<file path="src/design/strong_connectivity_check_top_assert.svh">
// Assertion macros shared by the strong connectivity check modules.
// Both macros sample on clk_i and are disabled while rst_ni is low.
`ifndef STRONG_CONNECTIVITY_CHECK_TOP_ASSERT_SVH
`define STRONG_CONNECTIVITY_CHECK_TOP_ASSERT_SVH

`define SCC_ASSERT(lbl, prop, msg) \
  lbl: assert property (@(posedge clk_i) disable iff (!rst_ni) (prop)) \
    else $error(msg);

`define SCC_ASSERT_IMPLIES(lbl, ante, cons, msg) \
  lbl: assert property (@(posedge clk_i) disable iff (!rst_ni) (ante) |-> (cons)) \
    else $error(msg);

`endif

</file>
<file path="src/design/scc_pkg.sv">
package scc_pkg;

  localparam int unsigned SCC_QDEPTH = 2;
  localparam int unsigned SCC_QPW    = $clog2(SCC_QDEPTH);
  localparam int unsigned SCC_QCW    = $clog2(SCC_QDEPTH + 1);

  typedef struct packed {
    logic [4:0]  row_index;
    logic [31:0] row_bits;
    logic        wr_en;
    logic        check;
  } scc_cmd_t;

  typedef enum logic [2:0] {
    BK_IDLE,
    BK_START,
    BK_SEL,
    BK_ACC,
    BK_DONE
  } scc_bk_state_e;

  function automatic logic [4:0] lsb_index(input logic [31:0] v);
    logic [4:0] idx;
    idx = '0;
    for (int i = 31; i >= 0; i--) begin
      if (v[i]) begin
        idx = 5'(i);
      end
    end
    return idx;
  endfunction

endpackage

</file>
<file path="src/design/scc_front.sv">
module scc_front #(
  parameter int unsigned MAX_VERTICES = 32
) (
  input  logic              push,
  input  logic [4:0]        row_index_i,
  input  logic [31:0]       row_bits_i,
  input  logic              last_row_i,
  input  logic              q_full_i,
  output logic              full,
  output logic              cmd_push_o,
  output scc_pkg::scc_cmd_t cmd_o
);
  import scc_pkg::*;

  // Rows beyond the store are dropped, but a last row still starts the check.
  assign full             = q_full_i;
  assign cmd_push_o       = push && !q_full_i;
  assign cmd_o.row_index  = row_index_i;
  assign cmd_o.row_bits   = row_bits_i;
  assign cmd_o.wr_en      = (7'(row_index_i) < 7'(MAX_VERTICES));
  assign cmd_o.check      = last_row_i;

endmodule

</file>
<file path="src/design/scc_queue.sv">
`include "strong_connectivity_check_top_assert.svh"

module scc_queue (
  input  logic              clk_i,
  input  logic              rst_ni,
  input  logic              push_i,
  input  scc_pkg::scc_cmd_t data_i,
  output logic              full_o,
  input  logic              pop_i,
  output logic              valid_o,
  output scc_pkg::scc_cmd_t data_o
);
  import scc_pkg::*;

  scc_cmd_t             slot_q [SCC_QDEPTH];
  logic [SCC_QPW-1:0]   wr_ptr_q, wr_ptr_d;
  logic [SCC_QPW-1:0]   rd_ptr_q, rd_ptr_d;
  logic [SCC_QCW-1:0]   count_q, count_d;
  logic                 do_push, do_pop;

  assign full_o  = (count_q == SCC_QCW'(SCC_QDEPTH));
  assign valid_o = (count_q != '0);
  assign data_o  = slot_q[rd_ptr_q];
  assign do_push = push_i && !full_o;
  assign do_pop  = pop_i && valid_o;

  always_comb begin
    wr_ptr_d = do_push ? wr_ptr_q + SCC_QPW'(1) : wr_ptr_q;
    rd_ptr_d = do_pop ? rd_ptr_q + SCC_QPW'(1) : rd_ptr_q;
    count_d  = count_q;
    if (do_push && !do_pop) begin
      count_d = count_q + SCC_QCW'(1);
    end else if (do_pop && !do_push) begin
      count_d = count_q - SCC_QCW'(1);
    end
  end

  always_ff @(posedge clk_i or negedge rst_ni) begin
    if (!rst_ni) begin
      wr_ptr_q <= '0;
      rd_ptr_q <= '0;
      count_q  <= '0;
    end else begin
      wr_ptr_q <= wr_ptr_d;
      rd_ptr_q <= rd_ptr_d;
      count_q  <= count_d;
    end
  end

  always_ff @(posedge clk_i) begin
    if (do_push) begin
      slot_q[wr_ptr_q] <= data_i;
    end
  end

  `SCC_ASSERT(a_count_bound, count_q <= SCC_QCW'(SCC_QDEPTH), "Queue count above depth.")
  `SCC_ASSERT_IMPLIES(a_no_push_full, full_o, !push_i, "Request pushed into a full queue.")
  `SCC_ASSERT_IMPLIES(a_no_pop_empty, !valid_o, !pop_i, "Request popped from an empty queue.")

endmodule

</file>
<file path="src/design/scc_back.sv">
`include "strong_connectivity_check_top_assert.svh"

module scc_back #(
  parameter int unsigned MAX_VERTICES = 32
) (
  input  logic              clk_i,
  input  logic              rst_ni,
  input  logic [5:0]        vertex_count_i,
  input  logic              cmd_valid_i,
  input  scc_pkg::scc_cmd_t cmd_i,
  output logic              cmd_pop_o,
  input  logic              pop,
  output logic              empty,
  output logic              strongly_connected_o
);
  import scc_pkg::*;

  localparam int unsigned AW  = $clog2(MAX_VERTICES);
  localparam int unsigned LIM = (MAX_VERTICES < 32) ? MAX_VERTICES : 32;

  scc_bk_state_e state_q, state_d;
  logic [31:0]   visited_q, visited_d;
  logic [31:0]   frontier_q, frontier_d;
  logic [4:0]    start_q, start_d;
  logic          verdict_q, verdict_d;
  logic          res_valid_q, res_valid_d;
  logic          res_data_q, res_data_d;

  logic [31:0]   mem [MAX_VERTICES];
  logic [31:0]   rdata_q;
  logic [AW-1:0] rd_addr;
  logic          mem_we;

  logic [5:0]    n_used;
  logic [31:0]   mask;
  logic          last_start;
  logic [31:0]   fresh;

  assign n_used     = (vertex_count_i > 6'(LIM)) ? 6'(LIM) : vertex_count_i;
  assign mask       = (32'd1 << n_used) - 32'd1;
  assign last_start = ((6'(start_q) + 6'd1) == n_used);
  assign fresh      = rdata_q & mask & ~visited_q;

  always_comb begin
    state_d = state_q;
    case (state_q)
      BK_IDLE: begin
        if (cmd_valid_i && cmd_i.check) begin
          state_d = (n_used == 6'd0) ? BK_DONE : BK_START;
        end
      end
      BK_START: state_d = BK_SEL;
      BK_SEL: begin
        if (frontier_q != '0) begin
          state_d = BK_ACC;
        end else if ((visited_q == mask) && !last_start) begin
          state_d = BK_START;
        end else begin
          state_d = BK_DONE;
        end
      end
      BK_ACC: state_d = BK_SEL;
      BK_DONE: begin
        if (!res_valid_q) begin
          state_d = BK_IDLE;
        end
      end
      default: state_d = BK_IDLE;
    endcase
  end

  always_comb begin
    cmd_pop_o   = 1'b0;
    mem_we      = 1'b0;
    rd_addr     = AW'(lsb_index(frontier_q));
    visited_d   = visited_q;
    frontier_d  = frontier_q;
    start_d     = start_q;
    verdict_d   = verdict_q;
    res_valid_d = res_valid_q;
    res_data_d  = res_data_q;
    if (pop && res_valid_q) begin
      res_valid_d = 1'b0;
    end
    case (state_q)
      BK_IDLE: begin
        if (cmd_valid_i) begin
          cmd_pop_o = 1'b1;
          mem_we    = cmd_i.wr_en;
          start_d   = '0;
          verdict_d = 1'b1;
        end
      end
      BK_START: begin
        visited_d  = 32'd1 << start_q;
        frontier_d = 32'd1 << start_q;
      end
      BK_SEL: begin
        if (frontier_q != '0) begin
          frontier_d = frontier_q & (frontier_q - 32'd1);
        end else if (visited_q != mask) begin
          verdict_d = 1'b0;
        end else if (!last_start) begin
          start_d = start_q + 5'd1;
        end
      end
      BK_ACC: begin
        visited_d  = visited_q | fresh;
        frontier_d = frontier_q | fresh;
      end
      BK_DONE: begin
        if (!res_valid_q) begin
          res_valid_d = 1'b1;
          res_data_d  = verdict_q;
        end
      end
      default: ;
    endcase
  end

  always_ff @(posedge clk_i or negedge rst_ni) begin
    if (!rst_ni) begin
      state_q     <= BK_IDLE;
      visited_q   <= '0;
      frontier_q  <= '0;
      start_q     <= '0;
      verdict_q   <= 1'b1;
      res_valid_q <= 1'b0;
    end else begin
      state_q     <= state_d;
      visited_q   <= visited_d;
      frontier_q  <= frontier_d;
      start_q     <= start_d;
      verdict_q   <= verdict_d;
      res_valid_q <= res_valid_d;
    end
  end

  always_ff @(posedge clk_i) begin
    res_data_q <= res_data_d;
  end

  always_ff @(posedge clk_i) begin
    if (mem_we) begin
      mem[AW'(cmd_i.row_index)] <= cmd_i.row_bits;
    end
    rdata_q <= mem[rd_addr];
  end

  assign empty                = !res_valid_q;
  assign strongly_connected_o = res_data_q;

  `SCC_ASSERT_IMPLIES(a_pop_idle_only, cmd_pop_o, state_q == BK_IDLE,
                      "Request taken from the queue during a walk.")
  `SCC_ASSERT_IMPLIES(a_visited_in_mask, state_q == BK_SEL, (visited_q & ~mask) == '0,
                      "Visited set holds a vertex beyond the count.")
  `SCC_ASSERT_IMPLIES(a_frontier_visited, state_q == BK_SEL, (frontier_q & ~visited_q) == '0,
                      "Frontier holds an unvisited vertex.")
  `SCC_ASSERT_IMPLIES(a_done_delivers, (state_q == BK_DONE) && !res_valid_q,
                      ##1 res_valid_q, "Finished walk did not fill the result slot.")

endmodule

</file>
<file path="src/design/strong_connectivity_check_top.sv">
// Strong connectivity check of a directed graph of up to 32 vertices.
// Input channel: one adjacency row per request (row_index_i, row_bits_i,
// last_row_i), taken when push is high and full is low. Rows load at one
// per cycle, unless full, into a two-entry request queue, then row memory.
// A request with last_row_i set stores its row and starts the check.
// Result channel: strongly_connected_o is valid while empty is low and is
// taken when pop is high. Only a last row produces a result.
// Configuration: cfg_vertex_count_i is written when cfg_valid_i and
// cfg_ready_o are both high; cfg_ready_o is always high.
// The check walks one start vertex at a time; each start selects and
// accumulates its reached vertices one at a time, as the single row memory
// read port returns one row per reached vertex.
// Reset empties the queue and the result slot and sets the vertex count to
// 32; rows are undefined until written. While a result waits to be taken,
// rows keep loading until the queue fills, and the next check holds its
// answer until the slot is free.
module strong_connectivity_check_top #(
  parameter int unsigned MAX_VERTICES = 32
) (
  input  logic        clk_i,
  input  logic        rst_ni,
  input  logic        push,
  output logic        full,
  input  logic [4:0]  row_index_i,
  input  logic [31:0] row_bits_i,
  input  logic        last_row_i,
  output logic        empty,
  input  logic        pop,
  output logic        strongly_connected_o,
  input  logic        cfg_valid_i,
  output logic        cfg_ready_o,
  input  logic [5:0]  cfg_vertex_count_i
);
  import scc_pkg::*;

  logic [5:0] vertex_count_q, vertex_count_d;
  logic       q_full;
  logic       cmd_push;
  scc_cmd_t   cmd_in;
  logic       cmd_valid;
  logic       cmd_pop;
  scc_cmd_t   cmd_out;

  assign cfg_ready_o    = 1'b1;
  assign vertex_count_d = (cfg_valid_i && cfg_ready_o) ? cfg_vertex_count_i : vertex_count_q;

  always_ff @(posedge clk_i or negedge rst_ni) begin
    if (!rst_ni) begin
      vertex_count_q <= 6'd32;
    end else begin
      vertex_count_q <= vertex_count_d;
    end
  end

  scc_front #(
    .MAX_VERTICES(MAX_VERTICES)
  ) u_front (
    .push        (push),
    .row_index_i (row_index_i),
    .row_bits_i  (row_bits_i),
    .last_row_i  (last_row_i),
    .q_full_i    (q_full),
    .full        (full),
    .cmd_push_o  (cmd_push),
    .cmd_o       (cmd_in)
  );

  scc_queue u_queue (
    .clk_i   (clk_i),
    .rst_ni  (rst_ni),
    .push_i  (cmd_push),
    .data_i  (cmd_in),
    .full_o  (q_full),
    .pop_i   (cmd_pop),
    .valid_o (cmd_valid),
    .data_o  (cmd_out)
  );

  scc_back #(
    .MAX_VERTICES(MAX_VERTICES)
  ) u_back (
    .clk_i                (clk_i),
    .rst_ni               (rst_ni),
    .vertex_count_i       (vertex_count_q),
    .cmd_valid_i          (cmd_valid),
    .cmd_i                (cmd_out),
    .cmd_pop_o            (cmd_pop),
    .pop                  (pop),
    .empty                (empty),
    .strongly_connected_o (strongly_connected_o)
  );

endmodule
</file>
<file path="config.mk">
export PLATFORM = sky130hd
export DESIGN_NAME = strong_connectivity_check_top
export DESIGN_NICKNAME = d
export VERILOG_FILES = /design/src/design/scc_pkg.sv /design/src/design/scc_front.sv /design/src/design/scc_queue.sv /design/src/design/scc_back.sv /design/src/design/strong_connectivity_check_top.sv
export VERILOG_INCLUDE_DIRS = /design/src /design/src/design
export SDC_FILE = /design/constraint.sdc
export NUM_CORES = 2
export LEC_CHECK = 0
export ABC_AREA = 0
export BUFFER_PORTS_ARGS = -buffer_cell sky130_fd_sc_hd__buf_4
export CAP_MARGIN = 20
export CELL_PAD_IN_SITES_DETAIL_PLACEMENT = 0
export CELL_PAD_IN_SITES_GLOBAL_PLACEMENT = 1
export CORE_MARGIN = 3
export CORE_UTILIZATION = 55
export CTS_BUF_LIST = sky130_fd_sc_hd__clkbuf_8
export DETAILED_ROUTE_END_ITERATION = 6
export PLACE_DENSITY_LB_ADDON = 0.1
export SYNTH_ARGS = -nofsm -noshare
export SYNTH_HDL_FRONTEND = slang
export SYNTH_SLANG_ARGS = --single-unit
</file>
<file path="constraint.sdc">
create_clock -name clk_i -period 5.55 [get_ports clk_i]
set_input_delay 0.8325 -clock clk_i [delete_from_list [all_inputs] [get_ports clk_i]]
set_output_delay 0.8325 -clock clk_i [all_outputs]
set_load 0.02 [all_outputs]
</file>
==> Yosys cells after proc, flatten, opt, wreduce, memory -nomap -nowiden <==
Memory sizes are Yosys's and may differ from the RTL's. A register that Yosys moved wholly into a read port is not among the register bits.
Index checks and enable logic that the tools add are counted.
{ "classes": {"n_addsub": 8, "n_lt_le_gt_ge": 1, "n_eq_ne": 16, "n_shift": 2, "muxes": 64, "n_bitwise": 7, "reduce_logical": 27} }
{ "ops": {"columns": ["operator", "n"], "rows": [
  ["5-bit two-way mux", 36],
  ["32-bit bitwise AND", 3],
  ["32-bit one-hot mux with 3 select lines", 1],
  ["32-bit OR", 2],
  ["32-bit one-hot mux with 2 select lines", 1],
  ["32-bit by 1-bit subtractor with 32-bit output (second input constant)", 2],
  ["32-bit equality test", 1],
  ["32-bit two-way mux", 1],
  ["32-bit inequality test", 1],
  ["32-bit NOT", 1],
  ["32-bit nonzero test", 1],
  ["1-bit by 5-bit left shift with 32-bit output (first input constant)", 1],
  ["1-bit by 6-bit left shift with 32-bit output (first input constant)", 1],
  ["3-bit two-way mux", 5],
  ["1-bit two-way mux", 14],
  ["3-bit one-hot mux with 4 select lines", 1],
  ["5-bit one-hot mux with 2 select lines", 1],
  ["1-bit logical AND", 8],
  ["2-bit by 1-bit inequality test with 1-bit output (second input constant)", 4],
  ["2-bit inequality test (second input constant)", 4],
  ["2-bit nonzero test", 4],
  ["5-bit by 1-bit adder with 6-bit output (second input constant)", 1],
  ["3-bit by 2-bit equality test with 1-bit output (second input constant)", 2],
  ["6-bit equality test", 1],
  ["20 further kinds", 28]
]} }
{ "word_totals": {"register_bits": 85, "mem_bits_rw": 1100, "input_bits": 49, "out_inout_bits": 4, "wordCells": 138, "n_memories": 2} }
{ "memory_table": {"columns": ["name", "depth", "word_bits", "rd", "rd_clocked_by_memory_dff", "write_ports", "line_no", "rtl"], "rows": [
  ["u_back.mem", 32, 32, 1, 1, 1, "scc_back.sv:29", "logic [31:0] mem [MAX_VERTICES];"],
  ["u_queue.slot_q", 2, 38, 1, 0, 1, "scc_queue.sv:15", "scc_cmd_t slot_q [SCC_QDEPTH];"]
]} }

==> Logic depth before layout (Yosys ltp) <==
{ "depth": {"word_depth": 32, "mapped_depth": 17, "mapped_depth_nobuf": 12} }

==> Cells and area by module <==
A second synthesis with hierarchy kept.
{ "hier_totals": {"cells_unflattened": 3161, "area_unflattened_um2": 50254.4} }
{ "by_module_without_submodules": {"columns": ["mod", "n_inst", "cells_per_inst", "area_each_um2", "seq_area_each_um2"], "rows": [
  ["scc_back", 1, 2964, 46646.0, 33273.2],
  ["scc_queue", 1, 140, 3026.7, 2442.3],
  ["scc_front", 1, 42, 317.8, 0.0],
  ["strong_connectivity_check_top", 1, 15, 264.0, 151.4]
]} }

==> Worst setup path after synthesis <==
OpenSTA, ideal clock, no wires.
{ "synth_path": {"path_type": "reg-to-reg", "from": "register vertex_count_q[2]", "to": "register u_back.start_q[0]", "t_arrival_ns": 3.895, "required_ns": 5.400, "setup_slack_ns": 1.506, "path_stages_with_launch": 16, "n_path_buf": 3, "path_cell_list": "dfrtp_1 buf_6 or4_1 or3_1 clkbuf_1 ha_1 clkbuf_1 nor4b_1 mux2i_1 nor4b_1 mux2_2 nor3_1 or4_4 nor4_4 mux2i_1 o32ai_1"} }
{ "synth_via": {"elab_chain_len": 7, "elab_cells_between_ends": 9, "classes_between": "add/sub (1); order compare (1); eq/ne (4); shift (1); mux (1); reduce/logical (1)"} }
{ "synth_lines": {"columns": ["item", "line_no", "rtl"], "rows": [
  ["start: declaration", "strong_connectivity_check_top.sv:36", "logic [5:0] vertex_count_q, vertex_count_d;"],
  ["start signal: assignment", "strong_connectivity_check_top.sv:51", "vertex_count_q <= vertex_count_d;"],
  ["6-bit greater-than comparator", "scc_back.sv:39", "assign n_used = (vertex_count_i > 6'(LIM)) ? 6'(LIM) : vertex_count_i;"],
  ["6-bit two-way mux *", "scc_back.sv:39", null],
  ["1-bit by 6-bit left shift with 32-bit output", "scc_back.sv:40", "assign mask = (32'd1 << n_used) - 32'd1;"],
  ["32-bit by 1-bit subtractor with 32-bit output", "scc_back.sv:40", null],
  ["32-bit inequality test", "scc_back.sv:101", "end else if (visited_q != mask) begin"],
  ["2-bit inequality test (no source line)", null, null],
  ["5-bit AND reduction (no source line) *", null, null],
  ["end signal: assignment", "scc_back.sv:133", "start_q <= start_d;"],
  ["end: declaration", "scc_back.sv:24", "logic [4:0] start_q, start_d;"]
]} }
Mark *: on every way between the ends. The rest lies on a longest branch, timed or not.
A chain may end at the register's enable or synchronous reset.

==> Worst setup path after layout <==
{ "layout_path": {"from": "register vertex_count_q[2]", "to": "register u_back.start_q[2]"} }
Same word-level chain as after synthesis.

==> results.md <==
| Item | Reported | Unit |
|:---|:---|:---|
| Leak pwr | 18.6 | nW |
| Startpoint of the most critical hold path | pop | - |
| Int Power | 19.2 | mW |
| Sequential power share | 0.400 | - |
| Setup WS pre-CTS | 1.01 | ns |
| Commonest register cell after synthesis | edfxtp_1 | - |
| Number of distinct library cells after synthesis | 82 | - |
| Worst Path Max Fanout | 21 | - |
| Share of layout cells above drive strength 1 | 0.150 | - |
| Busiest layer in global routing | met2 | - |
| Most frequent cells in the layout | edfxtp_1, nand2_1, clkbuf_8 | - |
| Critical Path Source | vertex_count_q[2] | - |
| Boundary Pins | 53 | - |
| Post-layout util | 0.625 | - |
| Least setup slack across all paths after layout | 0.950 | ns |
| Commonest non-fill, non-tap cell in the layout | edfxtp_1 | - |
| Estimated wirelength of the detail-placed design | 81700 | um |
| Input/output buffers | 51 | - |
| Post-synthesis cell area | 49000 | um^2 |
| Achievable Freq | 217 | MHz |
| Sequential share of the synthesized area | 0.731 | - |
| Synthesized flop and latch total | 1217 | - |
| Post-detailed-route DRC marker count | 3 | - |
| Number of maximum-capacitance violations | 0 | - |
| Maximum number of pins on one net before global-route repair | 129 | - |
| Setup Fix Bufs, Post-CTS | 0 | - |
| Power density over cell area | 569 | nW/um^2 |
| Post-synthesis instance total | 3345 | - |
| Combinational cell fraction of total power | 0.371 | - |
| Switching power of the nets | 11.9 | mW |
| Mean number of vias per cell | 6.35 | - |
| Reg2Reg Launch Point | vertex_count_q[2] | - |
| Startpoint types | register | - |
| Sum of overflow across all layers after global routing | 0 | - |
| Post-layout min period | 4.60 | ns |
| Yosys warning total | 0 | - |
| Critical path data arrival time | 5.35 | ns |
| Count of endpoints failing hold in the final timing report | 0 | - |
| Syn Nets | 3402 | - |
| WL/cell | 28.9 | um |
| Starting utilization of the core area | 0.559 | - |
| Setup repair after global routing missed its margin | no | - |
| Antenna violations before repair | 2 | - |
| Total Neg Setup Slack | 0 | ns |
| Fraction of met2 tracks used by global routing | 0.450 | - |
| Met1 track demand over resource in global routing | 0.440 | - |
| Clock tree from TritonCTS | built | - |
| Setup-violating endpoint count in the final report | 0 | - |
| Worst slew margin relative to its limit | 0.215 | - |
| Category of the critical setup timing path | register to register | - |
| Post-synthesis to final-layout area growth | 11.7 | % |
| Chip width | 304 | um |
| Clock network power share | 0.229 | - |
| Net switching share of the total power | 0.382 | - |
| Design Power | 31.1 | mW |
| Library cell used as clock root buffer | clkbuf_8 | - |
| Total via count in the routed design | 30325 | - |
| Met3 Track Usage GR | 0.0566 | - |
| Transition time at the pin with the least slew margin | 1.17 | ns |
| Kind of end point of the critical path | register | - |
| Number of detailed-route iterations in the first pass | 7 | - |
| Die span in y | 304 | um |
| Average instance area after synthesis | 14.6 | um^2 |
| Global-route wire length before repair | 201000 | um |
| Vias in the first global route | 29440 | - |
| Antenna-violating nets left | 0 | - |
| Filler Cells Inserted | 6490 | - |
| Last weighted congestion value of the routability-driven placer | 0.888 | - |
| Critical Path RT | 6.30 | ns |
| Final Skew | 0.0488 | ns |
| Die ar. | 92600 | um^2 |
| Clock sinks | 1217 | - |
| Peak supply drop | 0.000556 | V |
| Core footprint | 87600 | um^2 |
| Class of the tightest hold or removal check | input pin to register | - |
| Number of enable flip-flop cells after synthesis | 1101 | - |
| TritonCTS buffer count | 186 | - |
| Max-slew violation count | 0 | - |
| Total detailed-routing wirelength | 138000 | um |
| Final cycle utilization of the critical path | 0.829 | - |
| Result of the run | finished with violations | - |
| Global-route usage over all layers | 0.297 | - |
| Clock Tree Buf Depth | 3 | - |
| Final net count | 3523 | - |
| Async set-reset flop share out of synthesis | 0.0690 | - |
| Violated checks | DRC | - |
| Clk_lat worst skew | 0.88 | ns |
| Number of DRC markers after the initial detailed-route iteration | 3676 | - |
| Core Rows | 108 | - |
| H-tree depth | 4 | - |
| Clock transition at path regs | 0.05 | ns |
[worst paths after layout]
check                                       end  slack (ns)  cells past startpoint
max                           u_back.start_q[2]        0.95                     12
min                          u_back.res_valid_q        0.16                      2
max reg2reg                   u_back.start_q[2]        0.95                     12
min reg2reg                    u_back.verdict_q        0.49                      2
max in group asynchronous  u_back.visited_q[17]        4.26                      4
min in group asynchronous      u_queue.rd_ptr_q        0.33                      2
[kinds of logic (layout without fill, tap and decap cells)]
logic type / after synthesis / count (layout) / share of synthesized area
xor+xnor: 27 / 27 / 0.00511
simple gates: 1059 / 1059 / 0.0973
fa+ha+maj: 8 / 8 / 0.00204
mux: 271 / 271 / 0.0723
flops: 1217 / 1217 / 0.731
compound gates: 533 / 533 / 0.0725
other cells: 1 / 3 / 0.0000766
buf+inv: 229 / 502 / 0.0193
[power by group through the flow]
| stage | clock, mW | sequential (mW) | combinational, mW |
|---|---|---|---|
| finish | 7.11 | 12.5 | 11.6 |
| global route | 7.66 | 12.5 | 12.6 |
| CTS | 7.24 | 12.4 | 11.6 |
| detailed placement | 0 | 12.6 | 11.5 |
| global placement | 0 | 12.6 | 11.2 |
| floorplan | 0 | 12.1 | 8.12 |
[state kept, by name (all words and copies together) (netlist names), 2 cells and up]
signal	flops
u_back.visited_q	32
u_back.rdata_q	32
vertex_count_q	6
u_back.mem	1024
u_back.state_q	3
u_back.frontier_q	32
u_queue.slot_q	76
u_back.start_q	5
u_queue.count_q	2
[timing repair]
action / 4_1_cts / 5_1_grt
resized for setup: 0 / 0
hold endpoints to repair: 6 / 0
hold buffers: 1 / 0
[synthesized netlist by cell type, types with 5 or more instances]
library cell  instances  area (um^2)
o22ai_1              37          231
a221oi_1             59          517
nand3_1             146          731
o21ai_0              83          415
o21bai_1              5         37.5
edfxtp_1           1101        33100
o21a_1               20          150
nor4_1               23          144
mux2i_1             170         1700
a21oi_1             107          536
buf_1                 7         26.3
a22oi_1              52          390
nand2b_1             13         81.3
or3_1                 9         56.3
a21o_1                9         67.6
nor3_1               50          250
buf_4                 6         45.0
o31ai_1               5         37.5
nand2_1             559         2100
o211ai_1             10         75.1
buf_2                33          165
a32oi_1              15          131
o32ai_1              12          105
a31oi_1              78          488
a22o_1                9         78.8
xnor2_1              16          140
nor2b_1              12         75.1
clkbuf_1            154          578
inv_1                24         90.1
xor2_1               10         87.6
dfxtp_1              32          641
nor2_1              128          480
mux4_2               62         1400
ha_1                  8          100
mux2_2               39          439
or4_1                 7         52.6
nand4_1              38          238
and3_1               38          238
dfrtp_1              82         2050
nor4b_1               7         61.3
[per-layer routing]
layer / share of wire / vias to the layer above
met5: 0 / -
met1: 0.42 / 15466
li1: - / 13153
met4: 0.028 / 0
met2: 0.46 / 1474
met3: 0.092 / 232
[through the flow]
step           hold WS, ns  std cells  area, um^2
2_1_floorplan        0.456       3345       49000
4_1_cts             0.0623       4770       54600
3_5_place_dp         0.482       4429       51000
5_1_grt              0.106       4775       54700
6_report             0.161       4775       54700
3_3_place_gp         0.478       4428       51000
[worst max-delay path: stages (launching register included)]
cell	delay [ns]
dfrtp_1	0.37
or4_1	0.66
or3_1	0.48
ha_1	0.56
nor4b_1	0.41
mux2i_1	0.22
nor4b_1	0.28
mux2_2	0.20
nor3_1	0.05
or4_4	0.45
nor4_1	0.49
nand2_1	0.14
o22ai_1	0.18
[layout make-up]
class | count | area, um^2 | share of cell area
diodes | 2 | 5.00 | 0.0000915
clock inverters | 132 | 742 | 0.0136
inverters | 25 | 93.8 | 0.00172
multi-input cells | 1899 | 12600 | 0.230
repair buffers | 137 | 1150 | 0.0210
flip-flops and latches | 1217 | 35800 | 0.655
well taps | 1155 | 1450 | 0.0264
clock buffers | 208 | 2860 | 0.0523
No activity file was read; power rests on OpenSTA's default activity.
